==> src/rtl/core/ucd_pkg.sv <==
// Shared types, constants and the month table for the Unix time to calendar converter.
package ucd_pkg;

  // Reciprocal for seconds / 86400, applied as ((secs >> 7) * DAY_RECIP) >> 35.
  localparam logic [25:0] DAY_RECIP   = 26'd50903317;
  localparam logic [16:0] SECS_PER_DAY = 17'd86400;

  // Reciprocal for tod / 3600, applied as ((tod >> 4) * HOUR_RECIP) >> 21.
  localparam logic [13:0] HOUR_RECIP  = 14'd9321;
  localparam logic [11:0] SECS_PER_HOUR = 12'd3600;

  // Reciprocal for rem / 60, applied as ((rem >> 2) * MIN_RECIP) >> 14.
  localparam logic [10:0] MIN_RECIP   = 11'd1093;
  localparam logic [5:0]  SECS_PER_MIN = 6'd60;

  // Day count shifted so that day zero is 1600-03-01 (start of a 400-year era).
  localparam logic [17:0] ERA_SHIFT   = 18'd135080;
  localparam logic [17:0] DAYS_PER_ERA = 18'd146097;
  localparam logic [17:0] DAYS_PER_CENT = 18'd36524;
  localparam logic [17:0] ERA_LAST_DAY = 18'd146096;

  // doe / 1460 as ((doe >> 2) * QUAD_RECIP) >> 25.
  localparam logic [16:0] QUAD_RECIP  = 17'd91930;
  // t / 365 as (t * YEAR_RECIP) >> 27.
  localparam logic [18:0] YEAR_RECIP  = 19'd367720;
  localparam logic [8:0]  DAYS_PER_YEAR = 9'd365;
  // (5 * doy + 2) / 153 as (x * MONTH_RECIP) >> 19.
  localparam logic [11:0] MONTH_RECIP = 12'd3427;

  localparam logic [11:0] ERA_BASE_YEAR = 12'd1600;
  localparam logic [11:0] YEARS_PER_ERA = 12'd400;

  // Register stages inside each of the two datapath units.
  localparam int unsigned UNIT_STAGES = 7;

  typedef struct packed {
    logic [4:0] hour_of_day;
    logic [5:0] minute_of_hour;
    logic [5:0] second_of_minute;
  } hms_t;

  typedef struct packed {
    logic [4:0]  day_of_month;
    logic [3:0]  month_number;
    logic [11:0] year_number;
  } date_t;

  // First day of each month in a year that starts on March 1.
  function automatic logic [8:0] month_start(input logic [3:0] mp);
    logic [8:0] r;
    unique case (mp)
      4'd0:    r = 9'd0;
      4'd1:    r = 9'd31;
      4'd2:    r = 9'd61;
      4'd3:    r = 9'd92;
      4'd4:    r = 9'd122;
      4'd5:    r = 9'd153;
      4'd6:    r = 9'd184;
      4'd7:    r = 9'd214;
      4'd8:    r = 9'd245;
      4'd9:    r = 9'd275;
      4'd10:   r = 9'd306;
      4'd11:   r = 9'd337;
      default: r = 9'd0;
    endcase
    return r;
  endfunction

endpackage

==> src/rtl/core/ucd_stamp_if.sv <==
// Valid/ready channel that carries one Unix timestamp per beat.
interface ucd_stamp_if;
  logic        valid;
  logic        ready;
  logic [31:0] unix_seconds;

  modport source (output valid, unix_seconds, input ready);
  modport sink (input valid, unix_seconds, output ready);
endinterface

==> src/rtl/core/ucd_date_if.sv <==
// Valid/ready channel that carries one UTC date and time of day per beat.
interface ucd_date_if;
  logic        valid;
  logic        ready;
  logic [4:0]  day_of_month;
  logic [3:0]  month_number;
  logic [11:0] year_number;
  logic [4:0]  hour_of_day;
  logic [5:0]  minute_of_hour;
  logic [5:0]  second_of_minute;

  modport source (
    output valid, day_of_month, month_number, year_number,
           hour_of_day, minute_of_hour, second_of_minute,
    input  ready
  );
  modport sink (
    input  valid, day_of_month, month_number, year_number,
           hour_of_day, minute_of_hour, second_of_minute,
    output ready
  );
endinterface

==> src/rtl/core/unix_seconds_to_calendar_date.sv <==
// Top level: Unix timestamp in seconds to UTC calendar date and time of day.
//
//   Port    Direction  Beat contents
//   stamp   in         unix_seconds (32 bits, unsigned)
//   date    out        day_of_month, month_number, year_number,
//                      hour_of_day, minute_of_hour, second_of_minute
//
// One beat is accepted per cycle while the output is not held; each result
// passes through 3 stages for the day split and 7 in the date and time units.
// Reset clears only the valid bits of the pipeline.
// When the output beat is held, the whole pipeline holds and stamp.ready is low.
module unix_seconds_to_calendar_date
  import ucd_pkg::*;
(
  input  logic                clk,
  input  logic                rst,
  ucd_stamp_if.sink           stamp,
  ucd_date_if.source          date
);

  localparam int unsigned DEPTH = 3 + UNIT_STAGES;

  logic              adv;
  logic [DEPTH-1:0]  vld;
  logic [31:0]       secs_a;
  logic [50:0]       prod_b;
  logic [16:0]       secs_b;
  logic [15:0]       days_c;
  logic [16:0]       tod_c;

  logic [15:0]       days_w;
  logic [32:0]       day_secs;
  hms_t              hms;
  date_t             cal;

  assign adv         = !date.valid || date.ready;
  assign stamp.ready = adv;

  always_comb begin
    days_w   = prod_b[50:35];
    day_secs = 33'(days_w) * 33'(SECS_PER_DAY);
  end

  always_ff @(posedge clk) begin
    if (rst) begin
      vld <= '0;
    end else if (adv) begin
      vld <= {vld[DEPTH-2:0], stamp.valid};
    end
  end

  always_ff @(posedge clk) begin
    if (adv) begin
      secs_a <= stamp.unix_seconds;
      prod_b <= 51'(secs_a[31:7]) * 51'(DAY_RECIP);
      secs_b <= secs_a[16:0];
      days_c <= days_w;
      tod_c  <= secs_b - day_secs[16:0];
    end
  end

  ucd_civil u_civil (
    .clk  (clk),
    .en   (adv),
    .days (days_c),
    .date (cal)
  );

  ucd_hms u_hms (
    .clk (clk),
    .en  (adv),
    .tod (tod_c),
    .hms (hms)
  );

  assign date.valid            = vld[DEPTH-1];
  assign date.day_of_month     = cal.day_of_month;
  assign date.month_number     = cal.month_number;
  assign date.year_number      = cal.year_number;
  assign date.hour_of_day      = hms.hour_of_day;
  assign date.minute_of_hour   = hms.minute_of_hour;
  assign date.second_of_minute = hms.second_of_minute;

endmodule

==> src/rtl/core/ucd_hms.sv <==
// Pipelined split of the second within a day into hour, minute and second.
module ucd_hms
  import ucd_pkg::*;
(
  input  logic        clk,
  input  logic        en,
  input  logic [16:0] tod,
  output hms_t        hms
);

  localparam int unsigned DELAY = UNIT_STAGES - 4;

  logic [26:0] ph1;
  logic [16:0] tod1;
  logic [4:0]  hour2;
  logic [11:0] rem2;
  logic [20:0] pm3;
  logic [4:0]  hour3;
  logic [11:0] rem3;
  hms_t        hms4;
  hms_t        dly [DELAY];

  logic [4:0]  hour_w;
  logic [16:0] hour_secs;
  logic [5:0]  minute_w;
  logic [11:0] minute_secs;

  always_comb begin
    hour_w      = ph1[25:21];
    hour_secs   = 17'(hour_w) * 17'(SECS_PER_HOUR);
    minute_w    = pm3[19:14];
    minute_secs = 12'(minute_w) * 12'(SECS_PER_MIN);
  end

  always_ff @(posedge clk) begin
    if (en) begin
      ph1   <= 27'(tod[16:4]) * 27'(HOUR_RECIP);
      tod1  <= tod;
      hour2 <= hour_w;
      rem2  <= tod1[11:0] - hour_secs[11:0];
      pm3   <= 21'(rem2[11:2]) * 21'(MIN_RECIP);
      hour3 <= hour2;
      rem3  <= rem2;
      hms4.hour_of_day      <= hour3;
      hms4.minute_of_hour   <= minute_w;
      hms4.second_of_minute <= rem3[5:0] - minute_secs[5:0];
      dly[0] <= hms4;
      for (int i = 1; i < DELAY; i++) begin
        dly[i] <= dly[i-1];
      end
    end
  end

  assign hms = dly[DELAY-1];

endmodule

==> src/rtl/core/ucd_civil.sv <==
// Pipelined conversion of a day count since 1970-01-01 to year, month and day.
module ucd_civil
  import ucd_pkg::*;
(
  input  logic        clk,
  input  logic        en,
  input  logic [15:0] days,
  output date_t       date
);

  // Stage 1: era and day of era.
  logic        era1;
  logic [17:0] doe1;
  // Stage 2: four-year and century counts.
  logic        era2;
  logic [17:0] doe2;
  logic [32:0] pq2;
  logic [2:0]  cent2;
  logic        last2;
  // Stage 3: day count with leap days removed.
  logic        era3;
  logic [17:0] doe3;
  logic [17:0] t3;
  // Stage 4: year of era product.
  logic        era4;
  logic [17:0] doe4;
  logic [35:0] py4;
  // Stage 5: day of the March-based year.
  logic        era5;
  logic [8:0]  yoe5;
  logic [8:0]  doy5;
  // Stage 6: month product.
  logic        era6;
  logic [8:0]  yoe6;
  logic [8:0]  doy6;
  logic [22:0] pm6;

  logic [17:0] z;
  logic        era_w;
  logic [17:0] doe_w;
  logic [2:0]  cent_w;
  logic [8:0]  yoe_w;
  logic [1:0]  ycent_w;
  logic [17:0] ystart_w;
  logic [10:0] mx_w;
  logic [3:0]  mp_w;
  logic [3:0]  month_w;
  logic [8:0]  dom_w;

  always_comb begin
    z      = 18'(days) + ERA_SHIFT;
    era_w  = (z >= DAYS_PER_ERA);
    doe_w  = era_w ? (z - DAYS_PER_ERA) : z;

    cent_w = 3'(doe1 >= DAYS_PER_CENT) + 3'(doe1 >= 18'(2 * DAYS_PER_CENT))
           + 3'(doe1 >= 18'(3 * DAYS_PER_CENT)) + 3'(doe1 >= 18'(4 * DAYS_PER_CENT));

    yoe_w    = py4[35:27];
    ycent_w  = 2'(yoe_w >= 9'd100) + 2'(yoe_w >= 9'd200) + 2'(yoe_w >= 9'd300);
    ystart_w = 18'(yoe_w) * 18'(DAYS_PER_YEAR) + 18'(yoe_w[8:2]) - 18'(ycent_w);

    mx_w    = 11'({doy5, 2'b00}) + 11'(doy5) + 11'd2;
    mp_w    = pm6[22:19];
    month_w = (mp_w < 4'd10) ? (mp_w + 4'd3) : (mp_w - 4'd9);
    dom_w   = doy6 - month_start(mp_w) + 9'd1;
  end

  always_ff @(posedge clk) begin
    if (en) begin
      era1  <= era_w;
      doe1  <= doe_w;

      era2  <= era1;
      doe2  <= doe1;
      pq2   <= 33'(doe1[17:2]) * 33'(QUAD_RECIP);
      cent2 <= cent_w;
      last2 <= (doe1 == ERA_LAST_DAY);

      era3  <= era2;
      doe3  <= doe2;
      t3    <= doe2 - 18'(pq2[32:25]) + 18'(cent2) - 18'(last2);

      era4  <= era3;
      doe4  <= doe3;
      py4   <= 36'(t3) * 36'(YEAR_RECIP);

      era5  <= era4;
      yoe5  <= yoe_w;
      doy5  <= 9'(doe4 - ystart_w);

      era6  <= era5;
      yoe6  <= yoe5;
      doy6  <= doy5;
      pm6   <= 23'(mx_w) * 23'(MONTH_RECIP);

      date.day_of_month <= dom_w[4:0];
      date.month_number <= month_w;
      // January and February belong to the next calendar year.
      date.year_number  <= ERA_BASE_YEAR + (era6 ? YEARS_PER_ERA : 12'd0)
                         + 12'(yoe6) + 12'(month_w <= 4'd2);
    end
  end

endmodule
==> src/flat_wrapper.sv <==
// flat-port wrapper written by rule: the top's interface ports become plain ports
module unix_seconds_to_calendar_date_flat import ucd_pkg::*;
  (clk, rst, stamp_valid, stamp_unix_seconds, stamp_ready, date_valid, date_day_of_month, date_month_number, date_year_number, date_hour_of_day, date_minute_of_hour, date_second_of_minute, date_ready);
  ucd_stamp_if stamp_i ();
  ucd_date_if date_i ();
  input  logic clk;
  input  logic rst;
  input wire logic [$bits(stamp_i.valid)-1:0] stamp_valid;
  input wire logic [$bits(stamp_i.unix_seconds)-1:0] stamp_unix_seconds;
  output wire logic [$bits(stamp_i.ready)-1:0] stamp_ready;
  output wire logic [$bits(date_i.valid)-1:0] date_valid;
  output wire logic [$bits(date_i.day_of_month)-1:0] date_day_of_month;
  output wire logic [$bits(date_i.month_number)-1:0] date_month_number;
  output wire logic [$bits(date_i.year_number)-1:0] date_year_number;
  output wire logic [$bits(date_i.hour_of_day)-1:0] date_hour_of_day;
  output wire logic [$bits(date_i.minute_of_hour)-1:0] date_minute_of_hour;
  output wire logic [$bits(date_i.second_of_minute)-1:0] date_second_of_minute;
  input wire logic [$bits(date_i.ready)-1:0] date_ready;
  assign stamp_i.valid = stamp_valid;
  assign stamp_i.unix_seconds = stamp_unix_seconds;
  assign stamp_ready = stamp_i.ready;
  assign date_valid = date_i.valid;
  assign date_day_of_month = date_i.day_of_month;
  assign date_month_number = date_i.month_number;
  assign date_year_number = date_i.year_number;
  assign date_hour_of_day = date_i.hour_of_day;
  assign date_minute_of_hour = date_i.minute_of_hour;
  assign date_second_of_minute = date_i.second_of_minute;
  assign date_i.ready = date_ready;
  unix_seconds_to_calendar_date u_core (.clk(clk), .rst(rst), .stamp(stamp_i), .date(date_i));
endmodule
==> config.mk <==
export PLATFORM = sky130hd
export DESIGN_NAME = unix_seconds_to_calendar_date_flat
export DESIGN_NICKNAME = d
export VERILOG_FILES = /design/src/rtl/core/ucd_pkg.sv /design/src/rtl/core/ucd_stamp_if.sv /design/src/rtl/core/ucd_date_if.sv /design/src/rtl/core/unix_seconds_to_calendar_date.sv /design/src/rtl/core/ucd_hms.sv /design/src/rtl/core/ucd_civil.sv /design/src/flat_wrapper.sv
export SDC_FILE = /design/constraint.sdc
export NUM_CORES = 2
export LEC_CHECK = 0
export BUFFER_PORTS_ARGS = -buffer_cell sky130_fd_sc_hd__buf_2
export CAP_MARGIN = 20
export CORE_ASPECT_RATIO = 1.2
export CORE_MARGIN = 4
export CORE_UTILIZATION = 55
export CTS_CLUSTER_DIAMETER = 100
export DETAILED_ROUTE_END_ITERATION = 8
export GPL_TIMING_DRIVEN = 1
export PLACE_DENSITY = 0.71
export SETUP_SLACK_MARGIN = 0.1
export SYNTH_ARGS = -nofsm -noshare
export SYNTH_HDL_FRONTEND = slang
export SYNTH_SLANG_ARGS = --single-unit
==> constraint.sdc <==
create_clock -name clk -period 14.95 [get_ports clk]
set_clock_uncertainty 0.05 [all_clocks]
set_input_delay 0.7475 -clock clk [delete_from_list [all_inputs] [get_ports clk]]
set_output_delay 0.7475 -clock clk [all_outputs]
set_load 0.05 [all_outputs]
# --- Word level (Yosys, flattened, before mapping) ---
# Memories as Yosys holds them, arrays and structs flattened. A register that Yosys moved wholly into a read port is not among the register bits.
# Cells that the tools add are included.
# Widths: inputs -> output; s select.
totals:
  out_inout_bits: 40
  n_memories: 2
  regBits: 469
  in_bits: 36
  ramBits: 51
  romBits: 144
memory_table:
  columns: ["memory", "words", "width", "rd", "rd_ports_with_merged_regs", "write_ports", "line", "rtl"]
  rows:
  - ["(no name shown)", 16, 9, 1, 1, 0, "ucd_pkg.sv:51", "unique case (mp)"]
  - ["u_core.u_hms.dly", 3, 17, 3, 0, 3, "ucd_hms.sv:21", "hms_t dly [DELAY];"]
classes:
  muxes: 6
  addsub: 25
  n_reduce_logical: 2
  mul: 10
  n_eq_ne: 1
  n_lt_le_gt_ge: 10
ops:
  columns: ["operator", "count"]
  rows:
  - ["$mul 25x26->51 const B", 1]
  - ["$ge 18x17->1 const B", 2]
  - ["$ge 18x18->1 const B", 2]
  - ["$mul 18x16->33 const B", 1]
  - ["$mul 16x16->32 const B", 1]
  - ["$mul 13x14->26 const B", 1]
  - ["$mul 11x12->23 const B", 1]
  - ["$mul 10x11->20 const B", 1]
  - ["$add 16x18->18 const B", 1]
  - ["$add 18x3->18", 1]
  - ["$eq 18x18->1 const B", 1]
  - ["$ge 18x16->1 const B", 1]
  - ["$mux 18", 1]
  - ["$sub 18x1->18", 1]
  - ["$sub 18x18->18 const B", 1]
  - ["$sub 18x8->18", 1]
  - ["$sub 17x17->17", 1]
  - ["$mul 16x10->10 const B", 1]
  - ["$add 11x9->12 const A", 1]
  - ["$add 12x1->12", 1]
  - ["$add 12x9->12", 1]
  - ["$sub 12x12->12", 1]
  - ["$add 11x2->11 const B", 1]
  - ["$add 11x9->11", 1]
  - ["other kinds (25)", 28]

# --- Longest topological paths before layout ---
logic_depth:
  word_depth: 5
  depth_mapped: 33
  mapped_depth_nobuf: 33

# --- Cells and area by module ---
# From an unflattened synthesis, not the netlist that was laid out.
hier_totals:
  cells_unflattened: 3718
  hier_area_um2: 42863.6
modules_own_cells:
  columns: ["mod", "n_inst", "seq_area_each_um2", "area_per_inst_um2", "cells_each"]
  rows:
  - ["ucd_civil", 1, 4784.6, 21317.9, 1900]
  - ["unix_seconds_to_calendar_date", 1, 3143.0, 14028.5, 1267]
  - ["ucd_hms", 1, 3573.4, 7517.2, 551]

# --- Worst setup path before layout ---
# No wires, ideal clock.
synth_path:
  kind: "input-to-reg"
  startpoint: "input date_ready"
  endpoint: "register (tool-made name)"
  t_arrival_ns: 14.046
  setup_time_ns: 0.072
  path_slack_ns: 0.782
  t_required_ns: 14.828
  path_stages: 9
  n_path_buf: 2
  cell_sequence: "nor2b_1 > clkbuf_1 > inv_1 > buf_1 > mux2i_1 > ha_1 > inv_1 > mux2_2 > o2bb2ai_1"
synth_lines:
  columns: ["item", "line", "rtl"]
  rows:
  - ["from (decl)", "flat_wrapper.sv:18", "input wire logic [$bits(date_i.ready)-1:0] date_ready;"]

==> summary.txt <==
Commonest cells after routing, fill and taps aside: ha_1, inv_1, fa_1, edfxtp_1, xnor2_1
Slowest cell on crit path: o31ai_1
Multi-input gate area: 0.0267 mm^2
Finish-stage setup viols: 0
Count of input and output buffers: 75
# Max-Cap Violations: 0
Yosys warns: 0
Number of global-route vias before repair: 25,600
Pin count of the biggest net entering global routing: 94
Core area: 0.0750 mm^2
Final nets: 5,080
CP bufs+invs: 4
Worst setup EP type: flop
Overflow after GRT: 0
# DRC: 0
Root Driver: clkbuf_16
CP required: 15.43 ns
Slowest stage delay, CP: 0.78 ns
Max Slew Vio Count: 0
Max clock buf depth: 3
Sequential-to-total area share from yosys stat: 27.7%
Fill count: 6,177
Iteration-0 DRC Markers: 966
Crit-path most repeated cell: a21oi_1
H-tree depth: 2
Post-Synthesis Cells: 3,501
Worst hold path class: in -> reg
Share of cells above drive strength 1: 4.67%
Post-CTS Hold Fix Bufs: 0
Worst Path Arrival: 7.97 ns
Row Count: 110
Yosys cell types: 65
DP HPWL: 61,900 um
Net Count, Synth: 4,973
RSZ-0062 raised after global routing: no
Post-CTS Resized: 0
Setup Buffers After CTS: 0
Critical-path maximum fanout: 9
Worst-margin pin slew: 1.02 ns
Worst-path clk slew: 0.08 ns
Max Freq: 134 MHz
First-pass iteration count of the detailed router: 6
Post-Route Setup TNS: 0 ns
Area growth syn-to-layout: 7.17%
Yosys reg bits: 388
GP Congestion: 0.888
First-pass GRT wire length: 128,000 um
Average cell area after synthesis: 11.9 um^2
Antenna Nets Post-Route: 0
Commonest non-fill, non-tap cell in the layout: ha_1
Starting Density: 55.4%
Slew headroom: 32.1%
Final hold viol count: 0
Synth area leader: ha_1
Antenna fix cells: 0
Later-pin clock latency in the skew report: 0.60 ns
Number of flops mapped to enable cells by yosys: 373
Min Tclk post-route: 7.49 ns
Global Route Usage Sum: 19.9%
Outcome: finished, final reports clean
Kind of critical path: reg -> reg
Synth Flop Type: edfxtp_1
Vias: 23,700
DR vias/cell: 5.10
Clock sink total: 388
CTS tree: done
Num CTS Buffers: 42
Synth area leaders: ha_1, edfxtp_1, fa_1
Crit-path leading delay family: compound AO/OA/AOI/OAI gates
Register area: 0.0115 mm^2
Mapped Area: 0.0416 mm^2
Initial antenna violation count: 0
IO Count: 76
Post-synth ARST share: 0%
Crit start category: flop
Fin crit share: 50.1%
WL final: 75,700 um
Wire per inst: 16.3 um
Die Area: 0.0800 mm^2
Synth top area share: 28.6%
Die height: 309 um
Die width: 259 um
[sequential cells by signal, indices dropped and copies added, names as in the netlist, 10 cells and up, named ones only]
register / cells
u_core.secs_b: 17
u_core.u_hms.dly: 51
u_core.u_civil.doe1: 18
u_core.u_hms.hms4: 17
u_core.u_civil.date: 21
u_core.prod_b: 16
u_core.secs_a: 32
u_core.u_civil.doe2: 18
u_core.u_hms.rem2: 12
u_core.u_civil.t3: 18
u_core.tod_c: 17
u_core.days_c: 16
u_core.vld: 10
[worst register-to-register path: cells and delay by family, from the launching register on]
| family | cells | cell delay, ns |
|---|---|---|
| buffers and inverters | 4 | 0.22 |
| adder cells (fa/ha/maj) | 7 | 2.88 |
| AO/OA/AOI/OAI | 14 | 3.13 |
| AND/OR/NAND/NOR | 3 | 0.40 |
| flip-flops | 1 | 0.56 |
| XOR/XNOR | 1 | 0.17 |
[routing by layer]
| metal | GRT usage [%] | vias to the layer above | share of wire (%) |
|---|---|---|---|
| li1 | - | 11700 | - |
| met1 | 24.7 | 11600 | 42 |
| met5 | 0 | - | 0 |
| met2 | 36.6 | 292 | 52 |
| met4 | 6.29 | 0 | 3.3 |
| met3 | 2.32 | 134 | 2.9 |
[cell families (layout without fill, tap and decap cells)]
family,count (synthesis),count (layout),share of synthesized area [%]
AOI/OAI and AO/OA,321,321,4.99
xor gates and xnor gates,166,166,3.50
adders and majority gates,1436,1436,52.0
buffers and inverters,880,1018,8.12
DFF,388,388,27.7
muxes,5,5,0.129
and+or+nand+nor,305,305,3.56
[synthesized netlist by cell type (4+ instances only)]
master	number
xnor2_1	117
inv_1	857
nor2b_1	18
a211oi_1	12
dfxtp_1	15
xor2_1	49
a41o_1	4
and2_1	7
fa_1	487
ha_1	949
and4_1	5
o21bai_1	16
or2_2	7
buf_4	17
edfxtp_1	373
o211ai_1	9
o21ai_0	59
a31oi_1	12
nor2_1	68
nand2_1	98
nand2b_1	13
a21oi_1	106
nand4_1	14
a21boi_0	4
or3_1	6
and3_1	8
a21o_1	38
nor3_1	23
nor4_1	6
nand3_1	20
o31ai_1	6
o21a_1	17
a211o_1	11
[per-stage QoR]
stage          util (%)  setup WS [ns]  hold WS [ns]  cells  instance area [um^2]
6_report           59.4           7.46         0.279   4647                 44500
5_1_grt            59.4           6.95         0.245   4647                 44500
4_1_cts            59.4           7.43         0.225   4647                 44500
3_5_place_dp       57.5           7.46         0.355   4572                 43100
3_3_place_gp       57.5           7.58         0.351   4572                 43100
2_1_floorplan         -          0.782         0.350   3501                 41600
[final timing paths]
kind                               start                   to  slack, ns  cells after the start
hold / removal    stamp_unix_seconds[20]    u_core.secs_a[20]       0.28                      1
setup / recovery  u_core.u_civil.doy5[0]                 flop       7.46                     29
setup reg to reg  u_core.u_civil.doy5[0]                 flop       7.46                     29
hold reg to reg      u_core.u_civil.era5  u_core.u_civil.era6       0.36                      0
[area by class of cell]
class | instances | area share, %
clock buffers | 44 | 2.38
repair buffers | 85 | 1.01
flip-flops and latches | 388 | 25.8
well taps | 1008 | 2.83
inverters | 858 | 7.25
multi-input cells | 2233 | 59.9
clock inverters | 31 | 0.798
Power is left out: the tool's default activity adds up to more than one toggle a clock period on the data nets, which glitch-free logic cannot reach.
